--- config.mk ---
export PLATFORM = sky130hd
export DESIGN_NAME = look_disk_request_scheduler
export DESIGN_NICKNAME = d
export VERILOG_FILES = /design/src/ldrs_pkg.sv /design/src/look_disk_request_scheduler.sv
export SDC_FILE = /design/constraint.sdc
export NUM_CORES = 1
export LEC_CHECK = 0
export ABC_AREA = 0
export BUFFER_PORTS_ARGS = -buffer_cell sky130_fd_sc_hd__buf_4
export CAP_MARGIN = 0
export CORE_UTILIZATION = 55
export DETAILED_ROUTE_END_ITERATION = 12
export PLACE_DENSITY_LB_ADDON = 0.08
export SLEW_MARGIN = 30
export SYNTH_ARGS = -nofsm -noshare
export SYNTH_HDL_FRONTEND = slang
export SYNTH_SLANG_ARGS = --single-unit
--- constraint.sdc ---
create_clock -name clk_i -period 6.8 [get_ports clk_i]
set_clock_uncertainty 0.05 [all_clocks]
set_input_delay 1.36 -clock clk_i [delete_from_list [all_inputs] [get_ports clk_i]]
set_output_delay 1.36 -clock clk_i [all_outputs]
set_load 0.01 [all_outputs]
--- src/ldrs_pkg.sv ---
// Package for the LOOK disk request scheduler: sequencer states and field widths.
`default_nettype none

package ldrs_pkg;

  // Field widths of the stream payloads
  localparam int unsigned PosW  = 16;
  localparam int unsigned SeekW = 17;
  localparam int unsigned OutDataW = ((PosW + SeekW + 7) / 8) * 8;

  // Sequencer states
  typedef enum logic [1:0] {
    ST_LOAD,
    ST_SCAN,
    ST_EMIT
  } state_e;

endpackage : ldrs_pkg

`default_nettype wire

--- src/look_disk_request_scheduler.sv ---
// LOOK disk request scheduler: request store, selection sequencer and result register.
//
// Operation: requests load one per cycle while the sequencer is in its load state;
// after the transaction marked last, each of the n results takes one scan of the store
// (one compare per cycle) plus an emit step, with one extra scan at the turnaround.
// Throughput: set by the single shared compare unit stepping through the store.
// Reset: asynchronous active low; clears sequencer, count, drop flag, start_head;
// the request store is not cleared and holds nothing valid until written.
`default_nettype none

module look_disk_request_scheduler #(
  parameter int unsigned MAX_REQUESTS = 32
) (
  input  wire logic                         clk_i,
  input  wire logic                         rst_ni,
  // Configuration: start_head
  input  wire logic                         cfg_we_i,
  input  wire logic [ldrs_pkg::PosW-1:0]    cfg_wdata_i,
  // Request stream
  input  wire logic                         s_axis_tvalid_i,
  output logic                              s_axis_tready_o,
  input  wire logic [ldrs_pkg::PosW-1:0]    s_axis_tdata_i,  // [15:0] request_position
  input  wire logic                         s_axis_tlast_i,  // last_request
  // Result stream
  output logic                              m_axis_tvalid_o,
  input  wire logic                         m_axis_tready_i,
  output logic [ldrs_pkg::OutDataW-1:0]     m_axis_tdata_o,  // [15:0] served_position,
                                                             // [32:16] seek_total, zero pad
  output logic                              m_axis_tlast_o,  // last_served
  output logic [0:0]                        m_axis_tuser_o   // [0] overflowed
);

  localparam int unsigned IdxW = (MAX_REQUESTS > 1) ? $clog2(MAX_REQUESTS) : 1;
  localparam int unsigned CntW = $clog2(MAX_REQUESTS + 1);
  localparam int unsigned PosW = ldrs_pkg::PosW;
  localparam int unsigned SeekW = ldrs_pkg::SeekW;
  localparam int unsigned PadW = ldrs_pkg::OutDataW - PosW - SeekW;

  // Request store
  logic [PosW-1:0] mem_q [MAX_REQUESTS];

  ldrs_pkg::state_e state_q, state_d;

  logic [PosW-1:0]         head_q;
  logic [CntW-1:0]         count_q, count_d;
  logic                    drop_q, drop_d;
  logic [CntW-1:0]         scan_idx_q, scan_idx_d;
  logic [CntW-1:0]         emitted_q, emitted_d;
  logic                    cmp_vld_q, cmp_vld_d;
  logic [IdxW-1:0]         cmp_idx_q;
  logic [PosW-1:0]         rd_q;
  logic                    found_q, found_d;
  logic [PosW-1:0]         best_q, best_d;
  logic [IdxW-1:0]         best_idx_q, best_idx_d;
  logic                    up_q, up_d;
  logic [MAX_REQUESTS-1:0] used_q, used_d;
  logic [PosW-1:0]         cur_q, cur_d;
  logic [SeekW-1:0]        seek_q, seek_d;
  logic                    out_vld_q, out_vld_d;
  logic [PosW-1:0]         out_pos_q;
  logic [SeekW-1:0]        out_seek_q;
  logic                    out_last_q;
  logic                    out_ovf_q;

  logic            in_fire;
  logic            issue;
  logic            scan_done;
  logic            emit_go;
  logic            batch_end;
  logic            in_range;
  logic            better;
  logic            cand_ok;
  logic [PosW-1:0] seek_step;
  logic [SeekW-1:0] seek_next;

  // Handshake and scan control
  assign s_axis_tready_o = (state_q == ldrs_pkg::ST_LOAD);
  assign in_fire   = s_axis_tvalid_i && s_axis_tready_o;
  assign issue     = (scan_idx_q < count_q);
  assign scan_done = (state_q == ldrs_pkg::ST_SCAN) && !issue && !cmp_vld_q;
  assign emit_go   = (state_q == ldrs_pkg::ST_EMIT) && (!out_vld_q || m_axis_tready_i);
  assign batch_end = ((emitted_q + CntW'(1)) == count_q);

  // Shared compare unit: qualify the entry read last cycle against head and best
  assign in_range = up_q ? (rd_q >= head_q) : (rd_q < head_q);
  assign better   = !found_q || (up_q ? (rd_q < best_q) : (rd_q > best_q));
  assign cand_ok  = cmp_vld_q && !used_q[cmp_idx_q] && in_range && better;

  // Head movement to the chosen request
  assign seek_step = (best_q >= cur_q) ? (best_q - cur_q) : (cur_q - best_q);
  assign seek_next = seek_q + SeekW'(seek_step);

  // Next state
  always_comb begin
    state_d = state_q;
    case (state_q)
      ldrs_pkg::ST_LOAD: begin
        if (in_fire && s_axis_tlast_i) state_d = ldrs_pkg::ST_SCAN;
      end
      ldrs_pkg::ST_SCAN: begin
        if (scan_done && found_q) state_d = ldrs_pkg::ST_EMIT;
      end
      ldrs_pkg::ST_EMIT: begin
        if (emit_go) state_d = batch_end ? ldrs_pkg::ST_LOAD : ldrs_pkg::ST_SCAN;
      end
      default: state_d = ldrs_pkg::ST_LOAD;
    endcase
  end

  // Datapath and counters
  always_comb begin
    count_d    = count_q;
    drop_d     = drop_q;
    scan_idx_d = scan_idx_q;
    emitted_d  = emitted_q;
    cmp_vld_d  = 1'b0;
    found_d    = found_q;
    best_d     = best_q;
    best_idx_d = best_idx_q;
    up_d       = up_q;
    used_d     = used_q;
    cur_d      = cur_q;
    seek_d     = seek_q;
    out_vld_d  = out_vld_q && !m_axis_tready_i;
    case (state_q)
      ldrs_pkg::ST_LOAD: begin
        if (in_fire) begin
          // store the request, or drop it when the store is full
          if (count_q < CntW'(MAX_REQUESTS)) count_d = count_q + CntW'(1);
          else drop_d = 1'b1;
          if (s_axis_tlast_i) begin
            scan_idx_d = '0;
            emitted_d  = '0;
            found_d    = 1'b0;
            up_d       = 1'b1;
            used_d     = '0;
            cur_d      = head_q;
            seek_d     = '0;
          end
        end
      end
      ldrs_pkg::ST_SCAN: begin
        // step through the store, one read a cycle
        if (issue) begin
          scan_idx_d = scan_idx_q + CntW'(1);
          cmp_vld_d  = 1'b1;
        end
        if (cand_ok) begin
          found_d    = 1'b1;
          best_d     = rd_q;
          best_idx_d = cmp_idx_q;
        end
        // nothing left above the head: reverse and rescan
        if (scan_done && !found_q) begin
          up_d       = 1'b0;
          scan_idx_d = '0;
        end
      end
      ldrs_pkg::ST_EMIT: begin
        if (emit_go) begin
          out_vld_d          = 1'b1;
          used_d[best_idx_q] = 1'b1;
          emitted_d          = emitted_q + CntW'(1);
          cur_d              = best_q;
          seek_d             = seek_next;
          scan_idx_d         = '0;
          found_d            = 1'b0;
          if (batch_end) begin
            count_d = '0;
            drop_d  = 1'b0;
          end
        end
      end
      default: begin
        count_d = '0;
      end
    endcase
  end

  // Control registers
  always_ff @(posedge clk_i or negedge rst_ni) begin
    if (!rst_ni) begin
      state_q    <= ldrs_pkg::ST_LOAD;
      head_q     <= '0;
      count_q    <= '0;
      drop_q     <= 1'b0;
      scan_idx_q <= '0;
      emitted_q  <= '0;
      cmp_vld_q  <= 1'b0;
      found_q    <= 1'b0;
      up_q       <= 1'b1;
      used_q     <= '0;
      out_vld_q  <= 1'b0;
    end else begin
      state_q    <= state_d;
      if (cfg_we_i) head_q <= cfg_wdata_i;
      count_q    <= count_d;
      drop_q     <= drop_d;
      scan_idx_q <= scan_idx_d;
      emitted_q  <= emitted_d;
      cmp_vld_q  <= cmp_vld_d;
      found_q    <= found_d;
      up_q       <= up_d;
      used_q     <= used_d;
      out_vld_q  <= out_vld_d;
    end
  end

  // Payload registers
  always_ff @(posedge clk_i) begin
    best_q     <= best_d;
    best_idx_q <= best_idx_d;
    cur_q      <= cur_d;
    seek_q     <= seek_d;
    cmp_idx_q  <= scan_idx_q[IdxW-1:0];
    if (emit_go) begin
      out_pos_q  <= best_q;
      out_seek_q <= seek_next;
      out_last_q <= batch_end;
      out_ovf_q  <= drop_q;
    end
  end

  // Store: write on load, registered read during scan
  always_ff @(posedge clk_i) begin
    if (in_fire && (count_q < CntW'(MAX_REQUESTS))) begin
      mem_q[count_q[IdxW-1:0]] <= s_axis_tdata_i;
    end
    if ((state_q == ldrs_pkg::ST_SCAN) && issue) begin
      rd_q <= mem_q[scan_idx_q[IdxW-1:0]];
    end
  end

  // Result stream
  assign m_axis_tvalid_o = out_vld_q;
  assign m_axis_tdata_o  = {{PadW{1'b0}}, out_seek_q, out_pos_q};
  assign m_axis_tlast_o  = out_last_q;
  assign m_axis_tuser_o  = out_ovf_q;

endmodule : look_disk_request_scheduler

`default_nettype wire

---- Word level (Yosys, flattened, before mapping) ----
Memories as Yosys holds them, arrays and structs flattened. A register that Yosys moved wholly into a read port is not among the register bits.
Index checks and enable logic that the tools add are counted.
operators by class
  add/subtract/negate cells ............... 6
  magnitude comparators ................... 10
  eq/ne operators ......................... 14
  mux-type cells .......................... 57
  bitwise operators ....................... 2
  reductions and logical operators ........ 34
operators by type and width
  operator                                             number
  two-way mux 32 bit                                   3
  two-way mux 16 bit                                   4
  case mux 32 bit (2 select lines)                     1
  two-way mux 6 bit                                    10
  two-way mux 17 bit                                   3
  case mux 6 bit (3 select lines)                      2
  case mux 17 bit (2 select lines)                     1
  >= comparator 16 bit                                 2
  < comparator 16 bit                                  2
  bitwise OR 32 bit                                    1
  case mux 16 bit (2 select lines)                     1
  subtractor 16 bit                                    2
  two-way mux 1 bit                                    22
  AND reduction 5 bit                                  4
  adder 6 x 1 -> 6 bit (second input constant)         3
  adder 17 x 16 -> 17 bit                              1
  > comparator 16 bit                                  1
  logical AND 1 bit                                    14
  < comparator 5 x 6 -> 1 bit (second input constant)  2
  != test 2 bit (second input constant)                6
  case mux 6 bit (2 select lines)                      1
  != test 2 x 1 -> 1 bit (second input constant)       4
  AND reduction 4 bit                                  2
  == test 6 bit                                        1
  other kinds (20)                                     30
storage, ports and cells
  flip-flop bits (word level) ............. 167
  bits in writable memories ............... 512
  input port bits ......................... 38
  output and inout bits ................... 44
  word-level logic and storage cells ...... 144
  memories ................................ 1
memories
  name   depth  bits a word  rd ports  clocked after memory_dff  write ports  line                               source
  mem_q  32     16           1         1                         1            look_disk_request_scheduler.sv:40  logic [PosW-1:0] mem_q [MAX_REQUESTS];

---- Logic depth before layout (Yosys ltp) ----
  word-level depth ........................ 8
  depth in mapped cells ................... 22

---- Worst setup path after synthesis ----
No wires, ideal clock.
  path type ............................... register to register
  from .................................... register best_q[0]
  to ...................................... register seek_q[16], data pin
  library setup time ...................... 0.255 ns
  data arrival time ....................... 4.436 ns
  required time ........................... 6.495 ns
  setup slack ............................. 2.059 ns
  stages on the path, launching flop included .. 22
  path buffers ............................ 0
  cell sequence ........................... edfxtp_1 inv_1 ha_1 inv_1 fa_1 a21o_2 a2111oi_2 o311a_4 nor3_4 nor2_4 mux2_4 nor3_2 xnor2_1 ha_1 a21o_1 a21oi_1 nand2_1 a31oi_1 o311a_1 o31ai_1 xor2_1 and2_1
on the way
  longest elaborated chain between the ends .. 5
RTL lines
  what                                                       line                                source
  from (decl)                                                look_disk_request_scheduler.sv:53   logic [PosW-1:0] best_q, best_d;
  from (signal assigned)                                     look_disk_request_scheduler.sv:211  best_q <= best_d;
  subtractor 16 bit or >= comparator 16 bit (tied branches)  look_disk_request_scheduler.sv:90   assign seek_step = (best_q >= cur_q) ? (best_q - cur_q) : (cur_q - best_q);
  two-way mux 16 bit (*)                                     look_disk_request_scheduler.sv:90
  adder 17 x 16 -> 17 bit (*)                                look_disk_request_scheduler.sv:91   assign seek_next = seek_q + SeekW'(seek_step);
  net seek_next[16]                                          look_disk_request_scheduler.sv:74   logic [SeekW-1:0] seek_next;
  two-way mux 17 bit (*)                                     look_disk_request_scheduler.sv:160  if (emit_go) begin
  case mux 17 bit (2 select lines) (*)                       look_disk_request_scheduler.sv:125  case (state_q)
  to (signal assigned)                                       look_disk_request_scheduler.sv:214  seek_q <= seek_d;
  to (decl)                                                  look_disk_request_scheduler.sv:58   logic [SeekW-1:0] seek_q, seek_d;
The timed path passes the listed nets; every way through them passes the cells marked *. The select of a mux whose other input is x is not followed.
A chain may end at the register's enable or synchronous reset.

---- Final worst setup path ----
  from .................................... register best_q[0]
  to ...................................... register seek_q[15], data pin
on the way
  longest elaborated chain between the ends .. 5
RTL lines
  what                                                       line
  subtractor 16 bit or >= comparator 16 bit (tied branches)  look_disk_request_scheduler.sv:90
  two-way mux 16 bit (*)                                     look_disk_request_scheduler.sv:90
  adder 17 x 16 -> 17 bit (*)                                look_disk_request_scheduler.sv:91
  two-way mux 17 bit (*)                                     look_disk_request_scheduler.sv:160
  case mux 17 bit (2 select lines) (*)                       look_disk_request_scheduler.sv:125
Mark *: on every way between the ends. The rest lies on a longest branch, timed or not. The select of a mux whose other input is x is not followed.

==> impl_metrics.env <==
export IMPL_synthCells=2028
export IMPL_cts_tree="yes"
export IMPL_antenna_found_initial=0
export IMPL_synth_flop_cell="edfxtp_1"
export IMPL_finalHoldViolCount=0
export IMPL_dr_first_iter_drc_count=1320
export IMPL_vias_per_cell=6.06
export IMPL_ys_seq_elements=695
export IMPL_finalCritPeriodShare=0.801
export IMPL_chipWidth_um=236
export IMPL_die_h_um=236
export IMPL_worst_pin_slew_ns=0.928
export IMPL_path_delay_family="compound AO/OA/AOI/OAI gates"
export IMPL_clockBufferDepth=3
export IMPL_min_path_cells=0
export IMPL_final_nets=2262
export IMPL_root_buffer="clkbuf_16"
export IMPL_syn_area_per_cell_um2=14.9
export IMPL_setup_viol=0
export IMPL_grt_pass1_vias=17600
export IMPL_yosysWarnings=0
export IMPL_cp_start_kind="flop"
export IMPL_r2r_start="best_q[0]"
export IMPL_drive_above_1_share=0.150
export IMPL_clock_latency_ns=0.61
export IMPL_synth_cell_types=82
export IMPL_cp_slowest_cell="o31ai_1"
export IMPL_worstSetupPathType="flop to flop"
export IMPL_crit_fanout=10
export IMPL_postCtsSetupBuffers=0
export IMPL_min_path_type="flop to flop"
export IMPL_grt_max_degree=84
export IMPL_endpoint_kind="flop"
export IMPL_pwr_share_clk=0.258
export IMPL_ant_nets=0
export IMPL_fmaxAchievable_mhz=184
export IMPL_required_ns=7.09
export IMPL_power_switching_mw=4.78
export IMPL_path_cells="inv_1 -> ha_1 -> inv_1 -> fa_1 -> a21o_2 -> a2111oi_2 -> o311a_4 -> nor3_4 -> nor2_4 -> mux2_4 -> nor3_2 -> xnor2_1 -> ha_1 -> and3_1 -> o21ai_0 -> inv_1 -> a21oi_1 -> o31ai_1 -> a2111oi_0 -> a41oi_1 -> a31oi_1"
export IMPL_io_pins=82
export IMPL_dp_cells=2752
export IMPL_synth_edf_count=617
export IMPL_switching_share=0.340
export IMPL_grt_pass1_wl_um=107000
export IMPL_layout_cells_non_filler=2876
export IMPL_reg2reg_depth=21
export IMPL_drv_cap=0
export IMPL_tns_ns=0
export IMPL_slew_headroom=0.377
export IMPL_async_flop_share=0.105
export IMPL_crit_path_max_incr_delay_ns=0.52
export IMPL_p_int_mw=9.26
export IMPL_leakage_nw=12.0
export IMPL_path_common_cell="inv_1"
export IMPL_start_util=0.559
export IMPL_cts_resized=0
export IMPL_drt_wirelength_per_cell_um=24.5
export IMPL_cts_sinks=695
export IMPL_arrival_ns=5.73
export IMPL_core_um2=54000
export IMPL_rr_endpoint="seek_q[15]"
export IMPL_ys_seq_area_frac=0.677
export IMPL_min_to="best_idx_q[4]"
export IMPL_p_comb_frac=0.341
export IMPL_die_area_um2=55900
export IMPL_drv_slew=0
export IMPL_gp_congestion=0.873
export IMPL_htreeDepth=3
export IMPL_routed_wl_um=70600
export IMPL_antenna_cells=0
export IMPL_overflow=0
export IMPL_holdCritStartpoint="cmp_idx_q[4]"
export IMPL_syn_area_um2=30200
export IMPL_status="finished, final reports clean"
export IMPL_first_pass_iters=6
export IMPL_critPathBufInv=3
export IMPL_ctsHoldBuffers=0
export IMPL_clkTransAtPathRegs_ns=0.06
export IMPL_vias=17400
export IMPL_io_buffers=74
export IMPL_r2r_setup_slack_ns=1.35
export IMPL_power_frac_seq=0.402
export IMPL_grt_util_all_layers=0.257
export IMPL_drcViolationCount=0
export IMPL_dp_hpwl_um=44100
export IMPL_rows=85
export IMPL_min_period_ns=5.45
export IMPL_cellPowerDensity_nw_per_um2=415
export IMPL_rsz0062_at_grt="false"
export IMPL_cts_buffers=72
export IMPL_peakVddDrop_v=0.000253
export IMPL_area_delta_synth_final_pct=11.8
-- layout by cell type, fill, tap and decap left out, drive strengths merged, types with 9 or more instances in the layout --
cell type	synthesis	routed
edfxtp	617	617
nor2	172	172
nand2	153	153
mux2i	135	135
buf	44	121
o21ai	112	112
a21oi	94	94
clkbuf	54	92
ha	90	90
inv	77	79
mux4	74	74
dfrtp	72	72
o221ai	51	51
clkinv	0	27
a21o	26	26
xnor2	23	23
and2	22	22
o22ai	20	20
nand3	16	16
xor2	13	13
nor3	13	13
a31oi	11	11
and3	9	9
-- worst register-to-register path: cells and delay by family, from the launching register on --
kind                       cells  cell delay, ns
DFF                            1            0.43
xor gates and xnor gates       1            0.10
muxes                          1            0.36
buffers and inverters          3            0.24
AOI/OAI and AO/OA              9            2.26
adders and majority gates      3            0.93
and+or+nand+nor                4            0.84
-- routing by layer --
metal / track usage / wire, um / part of all wire / vias up
li1: - / - / - / 7950
met1: 0.348 / 29600 / 0.42 / 8811
met2: 0.428 / 34800 / 0.49 / 537
met3: 0.0427 / 4040 / 0.057 / 130
met4: 0.0824 / 2120 / 0.030 / 0
met5: 0 / 0 / 0 / -
-- kinds of logic after synthesis --
| kind of cell | Yosys count | share of synthesized area |
|---|---|---|
| fa+ha+maj | 93 | 0.0392 |
| other cells | 1 | 0.000124 |
| buf+inv | 175 | 0.0248 |
| compound gates | 374 | 0.0796 |
| flops | 695 | 0.677 |
| mux | 217 | 0.103 |
| simple gates | 434 | 0.0635 |
| xor+xnor | 39 | 0.0127 |
-- Yosys cell counts (all sizes together), types with 23 or more instances --
master | instances | area share
o221ai | 51 | 0.015
xnor2 | 23 | 0.0067
ha | 90 | 0.037
mux2i | 135 | 0.045
o21ai | 112 | 0.019
nand2 | 153 | 0.019
edfxtp | 617 | 0.61
inv | 77 | 0.0096
a21o | 26 | 0.0066
buf | 44 | 0.0084
a21oi | 94 | 0.016
nor2 | 172 | 0.022
dfrtp | 72 | 0.060
clkbuf | 54 | 0.0067
mux4 | 74 | 0.055
-- state kept, by name, indices dropped and copies added (netlist names), 2 cells and up --
register	cells
used_q	32
scan_idx_q	6
out_pos_q	16
emitted_q	6
mem_q	512
state_q	2
head_q	16
out_seek_q	17
cmp_idx_q	5
count_q	6
seek_q	17
rd_q	16
cur_q	16
best_q	16
best_idx_q	5
-- per-stage QoR --
| step | power [mW] | setup WS (ns) | instance area (um2) | utilization | hold slack, ns |
|---|---|---|---|---|---|
| floorplan | 9.16 | 2.06 | 30200 | - | 0.319 |
| global placement | 10.4 | 1.48 | 31600 | 0.586 | 0.379 |
| detailed placement | 10.5 | 1.39 | 31600 | 0.586 | 0.385 |
| CTS | 14.1 | 1.38 | 33800 | 0.625 | 0.399 |
| global route | 14.8 | 0.973 | 33800 | 0.626 | 0.403 |
| finish | 14.0 | 1.35 | 33800 | 0.626 | 0.396 |
-- worst max-delay path by stage --
stage,from,endpoint,slack [ns],cells past startpoint
floorplan,best_q[0],seek_q[16],2.06,21
global placement,best_q[0],seek_q[15],1.48,21
detailed placement,best_q[0],seek_q[15],1.39,21
CTS,best_q[0],seek_q[15],1.38,21
global route,best_q[0],out_seek_q[15],0.97,21
finish,best_q[0],seek_q[15],1.35,21
-- power by group through the flow --
stage | Clock, mW | Combinational (mW) | Sequential [mW]
after CTS | 3.69 | 4.80 | 5.64
after detailed placement | 0 | 4.78 | 5.72
after global routing | 3.85 | 5.28 | 5.69
final | 3.62 | 4.78 | 5.64
after global placement | 0 | 4.73 | 5.71
after floorplan | 0 | 3.62 | 5.53
-- cell type report --
type / instances / area [um2]
flip-flops and latches: 695 / 20500
fillers: 4017 / 20200
multi-input cells: 1164 / 9100
clock buffers: 92 / 1890
repair buffers: 121 / 937
well taps: 696 / 871
inverters: 77 / 289
clock inverters: 31 / 250
Note: power is estimated with default switching activity, not from simulation.
